==> config.mk <==
export PLATFORM = sky130hd
export DESIGN_NAME = unique_permutation_enumerator
export DESIGN_NICKNAME = d
export VERILOG_FILES = /design/src/rtl/core/upe_pkg.sv /design/src/rtl/core/unique_permutation_enumerator.sv
export SDC_FILE = /design/constraint.sdc
export NUM_CORES = 1
export LEC_CHECK = 0
export BUFFER_PORTS_ARGS = -buffer_cell sky130_fd_sc_hd__buf_2
export CAP_MARGIN = 20
export CORE_AREA = 5 5 203 156
export DETAILED_ROUTE_END_ITERATION = 12
export DIE_AREA = 0 0 208 161
export PLACE_DENSITY = 0.82
export SYNTH_ARGS = -nofsm -noshare
export SYNTH_HDL_FRONTEND = slang
export SYNTH_SLANG_ARGS = --single-unit
==> constraint.sdc <==
create_clock -name clk -period 6.4 [get_ports clk]
set_input_delay 0.96 -clock clk [delete_from_list [all_inputs] [get_ports clk]]
set_output_delay 0.96 -clock clk [all_outputs]
set_load 0.01 [all_outputs]
==> src/rtl/core/upe_pkg.sv <==
package upe_pkg;

    // Fixed field widths of the stream items
    localparam int NUM_POS  = 8;
    localparam int VAL_W    = 5;
    localparam int LEN_W    = 4;
    localparam int S_DATA_W = 48;
    localparam int M_DATA_W = 40;

    // Request kinds carried on s_tuser
    localparam logic MODE_LOAD = 1'b0;
    localparam logic MODE_NEXT = 1'b1;

    // Sequencer states
    typedef enum logic [1:0] {
        ST_IDLE,
        ST_SCAN,
        ST_EMIT
    } state_t;

endpackage

==> src/rtl/core/unique_permutation_enumerator.sv <==
// Distinct permutation enumerator for a multiset of up to MAX_LEN values.
// Input stream (s_*): s_tuser is the request kind. A load request stores the
// length (saturated to MAX_LEN) and the values (saturated to the value range)
// and restarts the search; a next request asks for the next distinct
// permutation, in depth-first order with ascending index choice.
// Output stream (m_*): exactly one result per request. m_tuser is found; the
// elements are zero when found is low and at positions at or beyond length.
// A load, or a next request with nothing left to give, goes from idle straight
// to the emit state, which loads the output register. Any other next request
// first runs a depth-first search in the scan state, in which each cycle either
// tests one index at the current depth or pops one level.
// The block takes one request at a time: s_tready is high only while idle.
// While the receiver stalls, the output register holds its result; the block
// still takes one more request, works it out and holds that answer until the
// output register frees, with s_tready low meanwhile.
// Reset: nothing is loaded, so next requests answer found = 0 until a load.
module unique_permutation_enumerator
    import upe_pkg::*;
#(
    parameter int MAX_LEN    = 8,
    parameter int VALUE_SPAN = 21
)
(
    input  logic                clk,
    input  logic                rst_n,
    input  logic                s_tvalid,
    output logic                s_tready,
    // length[3:0], value_0 .. value_7 (5 bits each), zero fill
    input  logic [S_DATA_W-1:0] s_tdata,
    // mode
    input  logic                s_tuser,
    output logic                m_tvalid,
    input  logic                m_tready,
    // elem_0 .. elem_7 (5 bits each)
    output logic [M_DATA_W-1:0] m_tdata,
    // found
    output logic                m_tuser
);

    localparam int CNT_W  = $clog2(MAX_LEN + 1);
    localparam int IDX_W  = (MAX_LEN > 1) ? $clog2(MAX_LEN) : 1;
    localparam int PW     = $clog2(VALUE_SPAN);
    localparam int OFS    = (VALUE_SPAN - 1) / 2;
    localparam logic signed [6:0] VMIN = 7'(-OFS);
    localparam logic signed [6:0] VMAX = 7'(VALUE_SPAN - 1 - OFS);
    localparam logic signed [6:0] OFS7 = 7'(OFS);
    localparam logic [VALUE_SPAN-1:0] MARK_ONE = VALUE_SPAN'(1);

    state_t state_reg, state_next;

    logic [CNT_W-1:0]      len_reg, len_next;
    logic [CNT_W-1:0]      depth_reg, depth_next;
    logic [CNT_W-1:0]      scan_reg, scan_next;
    logic [MAX_LEN-1:0]    used_reg, used_next;
    logic                  fresh_reg, fresh_next;
    logic                  started_reg, started_next;
    logic                  finished_reg, finished_next;
    logic                  found_reg, found_next;
    logic                  m_tvalid_reg, m_tvalid_next;
    logic                  m_tuser_reg, m_tuser_next;
    logic [M_DATA_W-1:0]   m_tdata_reg, m_tdata_next;

    logic [VAL_W-1:0]      val_reg [MAX_LEN];
    logic [VAL_W-1:0]      val_next [MAX_LEN];
    logic [IDX_W-1:0]      chosen_reg [MAX_LEN];
    logic [IDX_W-1:0]      chosen_next [MAX_LEN];
    logic [VALUE_SPAN-1:0] marks_reg [MAX_LEN];
    logic [VALUE_SPAN-1:0] marks_next [MAX_LEN];
    logic [VAL_W-1:0]      elem_reg [MAX_LEN];
    logic [VAL_W-1:0]      elem_next [MAX_LEN];

    logic                  s_accept;
    logic                  out_free;
    logic [LEN_W-1:0]      in_len;
    logic [CNT_W-1:0]      in_len_sat;
    logic [VAL_W-1:0]      in_val_sat [MAX_LEN];
    logic [MAX_LEN-1:0]    len_mask;

    logic                  in_range;
    logic [IDX_W-1:0]      sidx;
    logic [IDX_W-1:0]      didx;
    logic [IDX_W-1:0]      pidx;
    logic [VAL_W-1:0]      cur_val;
    logic signed [6:0]     cur_val7;
    logic signed [6:0]     cur_pos7;
    logic [VALUE_SPAN-1:0] cur_mark;
    logic [VALUE_SPAN-1:0] cur_marks;
    logic                  take;
    logic [IDX_W-1:0]      back_idx;
    logic [CNT_W-1:0]      depth_inc;

    assign s_accept = s_tvalid && s_tready;
    assign out_free = !m_tvalid_reg || m_tready;
    assign s_tready = (state_reg == ST_IDLE);
    assign m_tvalid = m_tvalid_reg;
    assign m_tdata  = m_tdata_reg;
    assign m_tuser  = m_tuser_reg;

    // Saturate the load fields
    assign in_len = s_tdata[LEN_W-1:0];
    assign in_len_sat = (in_len > LEN_W'(MAX_LEN)) ? CNT_W'(MAX_LEN) : in_len[CNT_W-1:0];

    always_comb
    begin
        logic signed [6:0] v7;
        for (int k = 0; k < MAX_LEN; k++)
        begin
            v7 = 7'(signed'(s_tdata[LEN_W + k*VAL_W +: VAL_W]));
            if (v7 < VMIN)
            begin
                in_val_sat[k] = VMIN[VAL_W-1:0];
            end
            else if (v7 > VMAX)
            begin
                in_val_sat[k] = VMAX[VAL_W-1:0];
            end
            else
            begin
                in_val_sat[k] = v7[VAL_W-1:0];
            end
        end
    end

    // Positions below the stored length
    always_comb
    begin
        for (int k = 0; k < MAX_LEN; k++)
        begin
            len_mask[k] = (CNT_W'(k) < len_reg);
        end
    end

    // Shared test unit: one candidate index against used mask and tried values
    assign in_range  = (scan_reg < len_reg);
    assign sidx      = scan_reg[IDX_W-1:0];
    assign didx      = depth_reg[IDX_W-1:0];
    assign pidx      = IDX_W'(depth_reg - CNT_W'(1));
    assign cur_val   = val_reg[sidx];
    assign cur_val7  = 7'(signed'(cur_val));
    assign cur_pos7  = cur_val7 + OFS7;
    assign cur_mark  = MARK_ONE << cur_pos7[PW-1:0];
    assign cur_marks = fresh_reg ? '0 : marks_reg[didx];
    assign take      = in_range && !used_reg[sidx] && ((cur_marks & cur_mark) == '0);
    assign back_idx  = chosen_reg[pidx];
    assign depth_inc = depth_reg + CNT_W'(1);

    // Next state
    always_comb
    begin
        state_next = state_reg;
        unique case (state_reg)
            ST_IDLE:
            begin
                if (s_accept)
                begin
                    if (s_tuser == MODE_NEXT && !finished_reg)
                    begin
                        state_next = ST_SCAN;
                    end
                    else
                    begin
                        state_next = ST_EMIT;
                    end
                end
            end
            ST_SCAN:
            begin
                if (take)
                begin
                    if (depth_inc >= len_reg)
                    begin
                        state_next = ST_EMIT;
                    end
                end
                else if (!in_range && depth_reg == '0)
                begin
                    state_next = ST_EMIT;
                end
            end
            ST_EMIT:
            begin
                if (out_free)
                begin
                    state_next = ST_IDLE;
                end
            end
            default:
            begin
                state_next = ST_IDLE;
            end
        endcase
    end

    // Datapath and output register updates
    always_comb
    begin
        len_next      = len_reg;
        depth_next    = depth_reg;
        scan_next     = scan_reg;
        used_next     = used_reg;
        fresh_next    = fresh_reg;
        started_next  = started_reg;
        finished_next = finished_reg;
        found_next    = found_reg;
        m_tuser_next  = m_tuser_reg;
        m_tdata_next  = m_tdata_reg;
        m_tvalid_next = m_tvalid_reg;
        val_next      = val_reg;
        chosen_next   = chosen_reg;
        marks_next    = marks_reg;
        elem_next     = elem_reg;

        // Drop the output once taken
        if (m_tvalid_reg && m_tready)
        begin
            m_tvalid_next = 1'b0;
        end

        unique case (state_reg)
            ST_IDLE:
            begin
                if (s_accept)
                begin
                    if (s_tuser == MODE_LOAD)
                    begin
                        len_next      = in_len_sat;
                        val_next      = in_val_sat;
                        used_next     = '0;
                        depth_next    = '0;
                        started_next  = 1'b0;
                        finished_next = (in_len_sat == '0);
                        found_next    = 1'b0;
                    end
                    else if (finished_reg)
                    begin
                        found_next = 1'b0;
                    end
                    else if (!started_reg)
                    begin
                        // Start the search at the top level
                        started_next = 1'b1;
                        depth_next   = '0;
                        used_next    = '0;
                        scan_next    = '0;
                        fresh_next   = 1'b1;
                    end
                    else
                    begin
                        // Resume: an out-of-range scan at full depth pops the last level
                        depth_next = len_reg;
                        scan_next  = len_reg;
                        fresh_next = 1'b0;
                    end
                end
            end
            ST_SCAN:
            begin
                if (take)
                begin
                    marks_next[didx]  = cur_marks | cur_mark;
                    chosen_next[didx] = sidx;
                    elem_next[didx]   = cur_val;
                    used_next[sidx]   = 1'b1;
                    depth_next        = depth_inc;
                    if (depth_inc >= len_reg)
                    begin
                        found_next = 1'b1;
                    end
                    else
                    begin
                        scan_next  = '0;
                        fresh_next = 1'b1;
                    end
                end
                else if (in_range)
                begin
                    scan_next = scan_reg + CNT_W'(1);
                end
                else if (depth_reg == '0)
                begin
                    finished_next = 1'b1;
                    found_next    = 1'b0;
                end
                else
                begin
                    // Backtrack one level and continue after its chosen index
                    depth_next       = depth_reg - CNT_W'(1);
                    used_next[back_idx] = 1'b0;
                    scan_next        = CNT_W'(back_idx) + CNT_W'(1);
                    fresh_next       = 1'b0;
                end
            end
            ST_EMIT:
            begin
                if (out_free)
                begin
                    m_tvalid_next = 1'b1;
                    m_tuser_next  = found_reg;
                    m_tdata_next  = '0;
                    for (int k = 0; k < MAX_LEN; k++)
                    begin
                        if (found_reg && len_mask[k])
                        begin
                            m_tdata_next[k*VAL_W +: VAL_W] = elem_reg[k];
                        end
                    end
                end
            end
            default:
            begin
                m_tvalid_next = m_tvalid_reg;
            end
        endcase
    end

    // Control registers
    always_ff @(posedge clk or negedge rst_n)
    begin
        if (!rst_n)
        begin
            state_reg    <= ST_IDLE;
            len_reg      <= '0;
            depth_reg    <= '0;
            scan_reg     <= '0;
            used_reg     <= '0;
            fresh_reg    <= 1'b0;
            started_reg  <= 1'b0;
            finished_reg <= 1'b1;
            found_reg    <= 1'b0;
            m_tvalid_reg <= 1'b0;
        end
        else
        begin
            state_reg    <= state_next;
            len_reg      <= len_next;
            depth_reg    <= depth_next;
            scan_reg     <= scan_next;
            used_reg     <= used_next;
            fresh_reg    <= fresh_next;
            started_reg  <= started_next;
            finished_reg <= finished_next;
            found_reg    <= found_next;
            m_tvalid_reg <= m_tvalid_next;
        end
    end

    // Payload registers
    always_ff @(posedge clk)
    begin
        m_tuser_reg <= m_tuser_next;
        m_tdata_reg <= m_tdata_next;
        val_reg     <= val_next;
        chosen_reg  <= chosen_next;
        marks_reg   <= marks_next;
        elem_reg    <= elem_next;
    end

`ifndef ASSERT_OFF
    // Each chosen level holds exactly one index in use
    assert property (@(posedge clk) disable iff (!rst_n)
        (state_reg == ST_SCAN) |-> ($countones(used_reg) == int'(depth_reg)))
        else $error("used mask does not match search depth");

    // The search never goes deeper than the stored length
    assert property (@(posedge clk) disable iff (!rst_n)
        (state_reg == ST_SCAN) |-> (depth_reg <= len_reg))
        else $error("search depth beyond stored length");

    // A found permutation uses every stored index
    assert property (@(posedge clk) disable iff (!rst_n)
        (state_reg == ST_EMIT && found_reg) |-> (used_reg == len_mask))
        else $error("found result with incomplete index set");

    // A stalled result keeps the sequencer waiting
    assert property (@(posedge clk) disable iff (!rst_n)
        (state_reg == ST_EMIT && m_tvalid_reg && !m_tready) |=> (state_reg == ST_EMIT))
        else $error("result left the emit state while output stalled");

    // A zero-length load finishes the search at once
    assert property (@(posedge clk) disable iff (!rst_n)
        (s_accept && s_tuser == MODE_LOAD && s_tdata[LEN_W-1:0] == '0) |=> finished_reg)
        else $error("zero-length load did not finish the search");
`endif

endmodule
==> run_summary.xml <==
<?xml version="1.0" encoding="UTF-8"?>
<metrics>
  <group name="synthesis">
    <metric name="synth-warning-count" unit="">0</metric>
    <metric name="netlist.area_leader.share" unit="">0.625</metric>
    <metric name="yosysUniqueCellTypes" unit="">80</metric>
    <metric name="synth_edf_count" unit="">313</metric>
    <metric name="most_used_standard_cell_by_instance_count_after_synthesis" unit="">edfxtp_1</metric>
    <metric name="postSynthRegisterBits" unit="">340</metric>
    <metric name="synth.net_count" unit="">1063</metric>
    <metric name="synth_top_cells_by_area" unit="">edfxtp_1 63%, mux4_2 5.8%, dfrtp_1 4.3%, mux2i_1 2.3%, nand2_1 1.3%</metric>
    <metric name="synth_largest_area_cell" unit="">edfxtp_1</metric>
    <metric name="yosys-top-cells-count" unit="">313 x edfxtp_1, 53 x nand2_1, 39 x mux4_2</metric>
    <metric name="postSynth.topFlopCell" unit="">edfxtp_1</metric>
    <metric name="post_synthesis_mean_instance_area" unit="um^2">15.0</metric>
    <metric name="netlist_instances" unit="">999</metric>
    <metric name="seq_area_frac_synth" unit="">0.670</metric>
    <metric name="synthArstFlopShare" unit="">0.0794</metric>
    <metric name="syn-cell-area" unit="mm^2">0.0150</metric>
  </group>
  <group name="clocking">
    <metric name="path_clk_slew" unit="ps">80</metric>
    <metric name="post_cts_resized" unit="">0</metric>
    <metric name="postCtsHoldBufs" unit="">0</metric>
    <metric name="clock_tree.root_cell" unit="">clkbuf_16</metric>
    <metric name="clock-sinks" unit="">340</metric>
    <metric name="cts_buffers" unit="">30</metric>
    <metric name="worstSkewPairLatency" unit="ps">560</metric>
    <metric name="cts_max_level" unit="">1</metric>
    <metric name="clock_tree_from_tritoncts" unit="">done</metric>
    <metric name="postCtsSetupRepairBufs" unit="">0</metric>
    <metric name="cts_max_path_buffers" unit="">3</metric>
  </group>
  <group name="sta">
    <metric name="number_of_pins_with_negative_max_slew_slack_in_the_final_report" unit="">0</metric>
    <metric name="slew-limit-headroom" unit="">0.259</metric>
    <metric name="worst_clock_skew" unit="ps">18.7</metric>
    <metric name="grt_setup_unrepaired" unit="">false</metric>
    <metric name="postLayoutSetupSlackWorst" unit="ps">255</metric>
    <metric name="setup-tns-final" unit="ps">0</metric>
    <metric name="min_period" unit="ps">6150</metric>
    <metric name="achievable-frequency" unit="MHz">163</metric>
    <metric name="finalHoldWorstSlack" unit="ps">413</metric>
    <metric name="worst_max_slew_pin_slew" unit="ps">1110</metric>
    <metric name="setup_viol" unit="">0</metric>
    <metric name="final.period_utilization" unit="">0.960</metric>
    <metric name="hold_viol" unit="">0</metric>
  </group>
  <group name="place">
    <metric name="dp_worst_setup_slack" unit="ps">492</metric>
    <metric name="hpwlAfterDp" unit="um">22000</metric>
    <metric name="gp_congestion" unit="">0.945</metric>
    <metric name="post_placement_cell_area" unit="mm^2">0.0159</metric>
    <metric name="port_buffers" unit="">91</metric>
  </group>
  <group name="floorplanning">
    <metric name="core" unit="mm^2">0.0296</metric>
    <metric name="floorplan.io_pins" unit="">96</metric>
    <metric name="floorplan.initialDensity" unit="">0.508</metric>
    <metric name="die_height" unit="um">161</metric>
    <metric name="core.rowCount" unit="">55</metric>
    <metric name="fp.dieArea" unit="mm^2">0.0335</metric>
    <metric name="die-width" unit="um">208</metric>
  </group>
  <group name="grt">
    <metric name="grt_first_pass_wirelength" unit="um">53000</metric>
    <metric name="grt_antenna_before_repair" unit="">1</metric>
    <metric name="grt_util_overall" unit="">0.200</metric>
    <metric name="grt.overflow.total" unit="">0</metric>
    <metric name="grt_max_degree" unit="">46</metric>
    <metric name="number_of_global_route_vias_before_repair" unit="">9070</metric>
  </group>
  <group name="route">
    <metric name="vias_per_cell" unit="">6.21</metric>
    <metric name="drcViolationCount" unit="">0</metric>
    <metric name="drt_first_iter_violations" unit="">1085</metric>
    <metric name="finalWirelength" unit="um">34100</metric>
    <metric name="routed-via-count" unit="">9370</metric>
    <metric name="drt_pre_antenna_iters" unit="">5</metric>
    <metric name="route.detailed.wl_per_inst" unit="um">22.6</metric>
    <metric name="antenna_left" unit="">0</metric>
  </group>
  <group name="critical_path">
    <metric name="startpoint_of_the_worst_register_to_register_path" unit="">scan_reg[1]$_DFFE_PN0P_</metric>
    <metric name="cp.arrival" unit="ps">6340</metric>
    <metric name="rr_endpoint" unit="">marks_reg[85]$_DFFE_PP_</metric>
    <metric name="crit_path_max_delay_family" unit="">simple AND/OR/NAND/NOR gates</metric>
    <metric name="rr_worst_depth" unit="">13</metric>
    <metric name="crit_path_start_kind" unit="">flip-flop</metric>
    <metric name="worst-setup-path-type" unit="">flip-flop to flip-flop</metric>
    <metric name="timing.critical_path.to_type" unit="">flip-flop</metric>
    <metric name="crit_path_cell_chain" unit="">mux4_1, mux2i_4, inv_2, ha_1, inv_1, o21ai_0, o22ai_1, o211ai_1, or4b_1, nor3_1, nand3_1, nor2_2, buf_4</metric>
    <metric name="timing.critical_path.required" unit="ps">6590</metric>
    <metric name="critical_path.max_stage_delay" unit="ps">810</metric>
    <metric name="critical_path.slowest_cell" unit="">dfrtp_1</metric>
    <metric name="critPathBufInv" unit="">3</metric>
    <metric name="critPathMaxFanout" unit="">29</metric>
    <metric name="reg2reg_slack" unit="ps">250</metric>
  </group>
  <group name="run_status">
    <metric name="status" unit="">finished, final reports clean</metric>
  </group>
  <group name="final_layout">
    <metric name="diodes_inserted" unit="">0</metric>
    <metric name="layout-drive-gt1-share" unit="">0.228</metric>
    <metric name="final_net_count" unit="">1151</metric>
    <metric name="design_area" unit="mm^2">0.0169</metric>
    <metric name="area_of_the_multi_input_gates" unit="mm^2">0.00451</metric>
    <metric name="area.sequential" unit="mm^2">0.0101</metric>
    <metric name="fill_cells" unit="">2216</metric>
    <metric name="layout-area-overhead-vs-synth" unit="%">12.2</metric>
    <metric name="largest_reg_flops" unit="">168</metric>
  </group>
  <group name="power_and_ir_drop">
    <metric name="powerDensity" unit="mW/mm^2">416</metric>
    <metric name="switching_share" unit="">0.339</metric>
    <metric name="ir_drop" unit="uV">252</metric>
    <metric name="internal-power" unit="mW">4.64</metric>
    <metric name="switchingPower" unit="mW">2.38</metric>
    <metric name="cellLeakagePower" unit="nW">5.86</metric>
    <metric name="power.share.clock" unit="">0.255</metric>
    <metric name="p_seq_frac" unit="">0.439</metric>
    <metric name="comb_power_share" unit="">0.306</metric>
  </group>
  <group name="hold_path">
    <metric name="worst_hold_path_type" unit="">input port to asynchronous set/reset pin</metric>
  </group>
  <group name="flow_run">
    <metric name="timing.max_cap.violations" unit="">0</metric>
  </group>
</metrics>
## power by group through the flow
stage	Sequential (mW)	Clock, mW	Combinational, mW
2_1_floorplan	3.03	0	1.52
3_3_place_gp	3.10	0	2.02
3_5_place_dp	3.12	0	2.09
4_1_cts	3.08	1.82	2.11
5_1_grt	3.10	1.92	2.32
6_report	3.08	1.79	2.15
## worst max-delay path by stage
stage	start	end	slack, ps	depth (start not counted)
5_1_grt	scan_reg[1]$_DFFE_PN0P_	marks_reg[85]$_DFFE_PP_	20	13
3_5_place_dp	scan_reg[1]$_DFFE_PN0P_	marks_reg[146]$_DFFE_PP_	490	13
4_1_cts	scan_reg[1]$_DFFE_PN0P_	marks_reg[101]$_DFFE_PP_	420	13
2_1_floorplan	scan_reg[1]$_DFFE_PN0P_	chosen_reg[21]$_DFFE_PP_	220	15
6_report	scan_reg[1]$_DFFE_PN0P_	marks_reg[85]$_DFFE_PP_	250	13
3_3_place_gp	scan_reg[1]$_DFFE_PN0P_	marks_reg[104]$_DFFE_PP_	710	13
## kinds of logic after synthesis
kind of cell	after synthesis	synth area share
mux	92	0.0990
simple gates	252	0.0906
fa+ha+maj	19	0.0145
xor+xnor	8	0.00516
buf+inv	96	0.0316
compound gates	192	0.0888
flops	340	0.670
## metal layers
metal  global-route usage  vias up  part of all wire
met2                0.315      550              0.46
li1                     -     4081                 -
met3               0.0460       66              0.11
met4               0.0409        2             0.022
met1                0.290     4671              0.41
met5                    0        -           0.00038
## layout make-up
| cell class | count | area share |
|---|---|---|
| clock buffer | 43 | 0.0504 |
| clock inverter | 13 | 0.00772 |
| inverter | 32 | 0.00712 |
| multi-input combinational | 563 | 0.268 |
| sequential | 340 | 0.598 |
| tap | 399 | 0.0296 |
| timing repair buffer | 120 | 0.0399 |
## placed cells by master (no fill, tap or decap), drive strengths merged, types with 7 or more instances in the layout
cell type	count
buf	120
nor2	37
ha	11
clkbuf	43
mux2	14
nand3b	9
a221oi	7
nand2	53
or3	7
and2	26
dfrtp	26
edfxtp	313
nand2b	18
a21o	9
mux4	40
nor3	19
maj3	8
o21ai	35
clkinv	7
mux2i	38
a21oi	38
inv	33
o22ai	9
o311a	10
a31oi	12
nand3	17
and3	15
o31ai	8
nor2b	21
nor4	10
## metrics by stage
| step | utilization | power, mW | cells |
|---|---|---|---|
| after global routing | 0.570 | 7.34 | 1510 |
| final | 0.570 | 7.02 | 1510 |
| after global placement | 0.537 | 5.12 | 1454 |
| after detailed placement | 0.537 | 5.21 | 1454 |
| after CTS | 0.570 | 7.00 | 1510 |
| after floorplan | - | 4.55 | 999 |
No activity file was read; power rests on OpenSTA's default activity.
